`config.mk`:
```
export PLATFORM = sky130hd
export DESIGN_NAME = kcs_counters
export DESIGN_NICKNAME = d
export VERILOG_FILES = /design/src/kmer_contaminant_screen_unit_defines.svh /design/src/kcs_pkg.sv /design/src/kcs_counters.sv
export SDC_FILE = /design/constraint.sdc
export NUM_CORES = 2
export LEC_CHECK = 0
export ABC_AREA = 0
export BUFFER_PORTS_ARGS = -buffer_cell sky130_fd_sc_hd__buf_4
export CAP_MARGIN = 10
export CELL_PAD_IN_SITES_DETAIL_PLACEMENT = 0
export CELL_PAD_IN_SITES_GLOBAL_PLACEMENT = 1
export CORE_MARGIN = 4
export CORE_UTILIZATION = 50
export DETAILED_ROUTE_END_ITERATION = 12
export PLACE_DENSITY_LB_ADDON = 0.1
export REMOVE_ABC_BUFFERS = 1
export SETUP_SLACK_MARGIN = 0.15
export SKIP_LAST_GASP = 1
export SLEW_MARGIN = 5
export SYNTH_ARGS = -nofsm -noshare
export SYNTH_HDL_FRONTEND = slang
export SYNTH_SLANG_ARGS = --single-unit
```
`constraint.sdc`:
```
create_clock -name i_clk -period 4.7 [get_ports i_clk]
set_input_delay 0.235 -clock i_clk [delete_from_list [all_inputs] [get_ports i_clk]]
set_output_delay 0.235 -clock i_clk [all_outputs]
set_load 0.05 [all_outputs]
```
`src/kmer_contaminant_screen_unit_defines.svh`:
```
// ----------------------------------------------------------------------------
// kmer_contaminant_screen_unit_defines.svh
// Assertion macros for the k-mer contaminant screen.
// ----------------------------------------------------------------------------
`ifndef KMER_CONTAMINANT_SCREEN_UNIT_DEFINES_SVH
`define KMER_CONTAMINANT_SCREEN_UNIT_DEFINES_SVH
`ifndef SYNTHESIS
// same-cycle implication
`define KCS_ASSERT_IMP(label, clk, rst_n, a, b) \
    label: assert property (@(posedge clk) disable iff (!(rst_n)) (a) |-> (b)) \
        else $error("kcs: implication failed");
// next-cycle implication
`define KCS_ASSERT_NXT(label, clk, rst_n, a, b) \
    label: assert property (@(posedge clk) disable iff (!(rst_n)) (a) |=> (b)) \
        else $error("kcs: next-cycle implication failed");
`else
`define KCS_ASSERT_IMP(label, clk, rst_n, a, b)
`define KCS_ASSERT_NXT(label, clk, rst_n, a, b)
`endif
`endif

```
`src/kcs_pkg.sv`:
```
// ----------------------------------------------------------------------------
// kcs_pkg
// Shared types and constants of the k-mer contaminant screen.
// ----------------------------------------------------------------------------
package kcs_pkg;

    localparam int MAX_KMER_DEF      = 32;
    localparam int TABLE_ENTRIES_DEF = 4096;
    localparam int MAX_CONT_DEF      = 32;

    localparam int KEY_W  = 64;
    localparam int MASK_W = 32;
    localparam int CNT_W  = 40;
    localparam int KLEN_W = 6;
    localparam int SEQ_W  = 6;
    localparam int CIDX_W = 5;
    localparam int NCNT   = 32;

    localparam logic [KLEN_W-1:0] KLEN_RESET = 6'd20;

    // ASCII bases (upper case) and lower-case range
    localparam logic [7:0] CH_A = 8'h41;
    localparam logic [7:0] CH_C = 8'h43;
    localparam logic [7:0] CH_G = 8'h47;
    localparam logic [7:0] CH_T = 8'h54;
    localparam logic [7:0] CH_LO_A = 8'h61;
    localparam logic [7:0] CH_LO_Z = 8'h7a;
    localparam logic [7:0] CASE_OFS = 8'h20;

    // BAM nibbles
    localparam logic [3:0] BAM_A = 4'h1;
    localparam logic [3:0] BAM_C = 4'h2;
    localparam logic [3:0] BAM_G = 4'h4;
    localparam logic [3:0] BAM_T = 4'h8;

    typedef enum logic [1:0] {
        ACT_LOAD  = 2'd0,
        ACT_READ  = 2'd1,
        ACT_COUNT = 2'd2,
        ACT_NONE  = 2'd3
    } t_action;

    typedef enum logic {
        REPLY_READ  = 1'b0,
        REPLY_COUNT = 1'b1
    } t_reply;

    typedef enum logic [2:0] {
        S_IDLE,
        S_PREP,
        S_SRCH_RD,
        S_SRCH_CMP,
        S_UPDATE,
        S_FINISH,
        S_COUNT,
        S_EMIT
    } t_state;

    // counter bank request
    typedef struct packed {
        logic              inc;
        logic [CIDX_W-1:0] idx;
    } t_cnt_req;

endpackage

```
`src/kcs_counters.sv`:
```
// ----------------------------------------------------------------------------
// kcs_counters
// Per-contaminant hit counters with one shared 40-bit incrementer.
// ----------------------------------------------------------------------------
module kcs_counters (
    input  logic                      i_clk,
    input  logic                      i_rst_n,
    input  kcs_pkg::t_cnt_req         i_req,
    output logic [kcs_pkg::CNT_W-1:0] o_count
);
    logic [kcs_pkg::CNT_W-1:0] r_cnt [kcs_pkg::NCNT];

    assign o_count = r_cnt[i_req.idx];

    // one counter bumped per cycle, wrapping at 40 bits
    always_ff @(posedge i_clk) begin
        if (!i_rst_n) begin
            for (int i = 0; i < kcs_pkg::NCNT; i++) begin
                r_cnt[i] <= '0;
            end
        end else if (i_req.inc) begin
            r_cnt[i_req.idx] <= r_cnt[i_req.idx] + kcs_pkg::CNT_W'(1);
        end
    end
endmodule

```
==> run_results.csv <==
group,metric,value,unit
run_status,status,"completed",
cts,h-tree-depth,4,
cts,cts_resized,0,
die,initial_core_util,50.4,%
yosys,synth_top_area_cell,"edfxtp_1",
cts,cts-hold-fix-buffers,0,
final_layout,top_register,"r_cnt",
final_layout,finalNonFillerCells,5831,
yosys,synth_area_per_cell,13.3,sq um
final_layout,largest_registers,"r_cnt: 1280 flops",
critical_path,critPathArrivalTime,4.64,ns
yosys,ys_ff_latch,1280,
pwr,finalPower,26.4,mW
timing,fmax,0.239,GHz
final_layout,largest_reg_flops,1280,
global_routing,grt_start_max_net_pins,44,
critical_path,crit_type,"input pin to flop",
timing,rsz0062_at_grt,"no",
global_routing,overflow,0,
global_routing,grt_pass1_wl,291000,microns
critical_path,worst_ep_required_time,5.15,ns
routing,wl,213000,microns
yosys,synth-seq-area-share,68.8,%
timing,post-route-min-period,4.19,ns
routing,detail-route-antenna-nets,0,
timing,finClkSkew,0.0211,ns
timing,post-route-period-util,89.1,%
yosys,synthDistinctLibCells,53,
routing,drtIter0Drc,6227,
final_layout,postLayoutCoreUtil,57.4,%
min_path,hold_class,"input pin to flop",
yosys,synth_common_cells,"nor2_1 (1291), edfxtp_1 (1280), mux2i_1 (586)",
yosys,ys_warn_count,0,
critical_path,crit_path_max_fanout,32,
yosys,async_flop_share,0,%
cts,clk_pin_slew,0.06,ns
die,die_w,342,microns
place,finalWeightedCongestion,0.810,
die,die-area,117000,sq um
job,drv_cap,0,
pwr,powerDensity,415,nW/um^2
global_routing,antenna_found_initial,6,
die,rows,122,
die,core,111000,sq um
yosys,synth_most_common_cell,"nor2_1",
routing,vias_per_cell,6.52,
yosys,yosysTopAreaCellShare,68.8,%
cts,clock_latency,0.75,ns
timing,drv_slew,0,
timing,setup_violations,0,
cts,post_cts_buffers,0,
cts,cts_tree,"built",
yosys,ys.flop_type,"edfxtp_1",
place,hpwl,104000,microns
global_routing,grt_pass1_vias,36441,
routing,drcViolationCount,0,
critical_path,start_kind,"input pin",
timing,slew_headroom,14.9,%
die,die_h,342,microns
routing,vias,38047,
yosys,netlist_instances,4210,
final_layout,layout.nets,4242,
routing,wl_per_cell,36.5,microns
timing,hold_viol_final,0,
final_layout,drive_gt1_share,14.6,%
timing,fin_tns_setup,0,ns
cts,root_buffer,"clkbuf_16",
timing,holdWs,0.591,ns
final_layout,syn2layout_area_growth,14.0,%
yosys,synth_edf_count,1280,
pwr,leakage,23.7,nW
cts,clock-sinks,1280,
die,pin_count,48,
timing,worst_pin_slew,1.28,ns
yosys,yosys-top-cells-area,"edfxtp_1 (69%), mux2i_1 (11%), nor2_1 (8.7%)",
routing,drt_pass1_iterations,6,
cts,cts_buffer_depth,3,
critical_path,cp-end-kind,"flop",
final_layout,fillers,8936,
global_routing,grtUsageTotal,36.1,%
pwr,vdd_ir_drop_max,0.000298,V
yosys,synth_area,55900,sq um
place,io_buffers,47,
cts,numCtsBuffers,138,
place,dp_cells,5581,
## power by group
group	total (mW)	leakage (nW)	internal, mW	switching [mW]
registers	13.1	13.2	13.0	0.107
logic	2.81	8.31	0.774	2.03
clock network	10.6	2.11	6.06	4.51
total	26.4	23.7	19.8	6.65
## per-stage QoR
| step | area, sq um | worst slack [ns] |
|---|---|---|
| after floorplan | 53700 | -0.0428 |
| after global placement | 59300 | 0.0206 |
| after detailed placement | 59300 | -0.00380 |
| after CTS | 63700 | 0.765 |
| after global routing | 63700 | 0.573 |
| final | 63700 | 0.512 |
## path summary, 6_finish.rpt
kind / to / cells after the start / start / slack, ns
worst max-delay path: r_cnt[24][37] / 13 / i_req[3] / 0.51
worst min-delay path: r_cnt[30][25] / 6 / i_req[5] / 0.59
worst max register to register: r_cnt[24][37] / 11 / r_cnt[11][24] / 1.07
worst min register to register: r_cnt[12][0] / 5 / r_cnt[13][0] / 1.05
## per-layer routing
layer / GRT usage (%) / routed length (microns) / part of all wire (%) / vias up
met4: 14.0 / 9460 / 4.4 / 4
met2: 54.5 / 94500 / 44 / 2729
met3: 9.04 / 26700 / 13 / 541
met1: 50.7 / 82000 / 39 / 19437
li1: - / - / - / 15336
met5: 0 / 30 / 0.014 / -
## cell families after synthesis
| kind of cell | synth area share, % |
|---|---|
| adder cells (fa/ha/maj) | 0.0224 |
| buffers and inverters | 3.86 |
| AO/OA/AOI/OAI | 3.52 |
| AND/OR/NAND/NOR | 11.5 |
| flip-flops | 68.8 |
| multiplexers | 11.6 |
| XOR/XNOR | 0.627 |
## area by class of cell
cell class	count	area (sq um)	share of cell area (%)
Sequential cell	1280	38400	60.4
Multi-Input combinational cell	2521	16200	25.4
Clock buffer	185	3840	6.04
Timing Repair Buffer	281	2810	4.41
Tap cell	1488	1860	2.92
Clock inverter	64	480	0.755
Inverter	11	41.3	0.0649
Antenna cell	1	2.50	0.00393
## placed cells by master (no fill, tap or decap), types with 3 or more instances in the layout
| cell | instances |
|---|---|
| or4b_4 | 5 |
| clkinv_8 | 3 |
| and4_1 | 5 |
| nand4_1 | 10 |
| bufinv_16 | 6 |
| clkinv_2 | 22 |
| nor2_1 | 1291 |
| clkinv_1 | 29 |
| buf_12 | 55 |
| buf_4 | 225 |
| nand3_1 | 11 |
| mux4_2 | 28 |
| or4_1 | 6 |
| nor3b_2 | 4 |
| and3_1 | 4 |
| xor2_2 | 13 |
| a22oi_1 | 9 |
| nand4b_4 | 4 |
| nor3_1 | 10 |
| nand4bb_4 | 6 |
| xnor2_2 | 23 |
| nand2_1 | 42 |
| nor4_2 | 3 |
| mux2i_1 | 586 |
| clkbuf_1 | 37 |
| nand2_4 | 64 |
| o22ai_1 | 292 |
| clkbuf_16 | 148 |
| nand2_2 | 4 |
| inv_1 | 11 |
| edfxtp_1 | 1280 |
| nor4_1 | 70 |
## worst max-delay path, stage by stage
cell and delay [ns]:
buf_4 0.23, nand4bb_4 0.80, buf_4 0.47, o22ai_1 0.35
nor4_1 0.12, nand2_2 0.12, nand4_1 0.26, or4_4 0.66
buf_4 0.22, nor3_1 0.66, xnor2_2 0.20, buf_12 0.21
nor2_1 0.06
No activity file was read; power rests on OpenSTA's default activity.
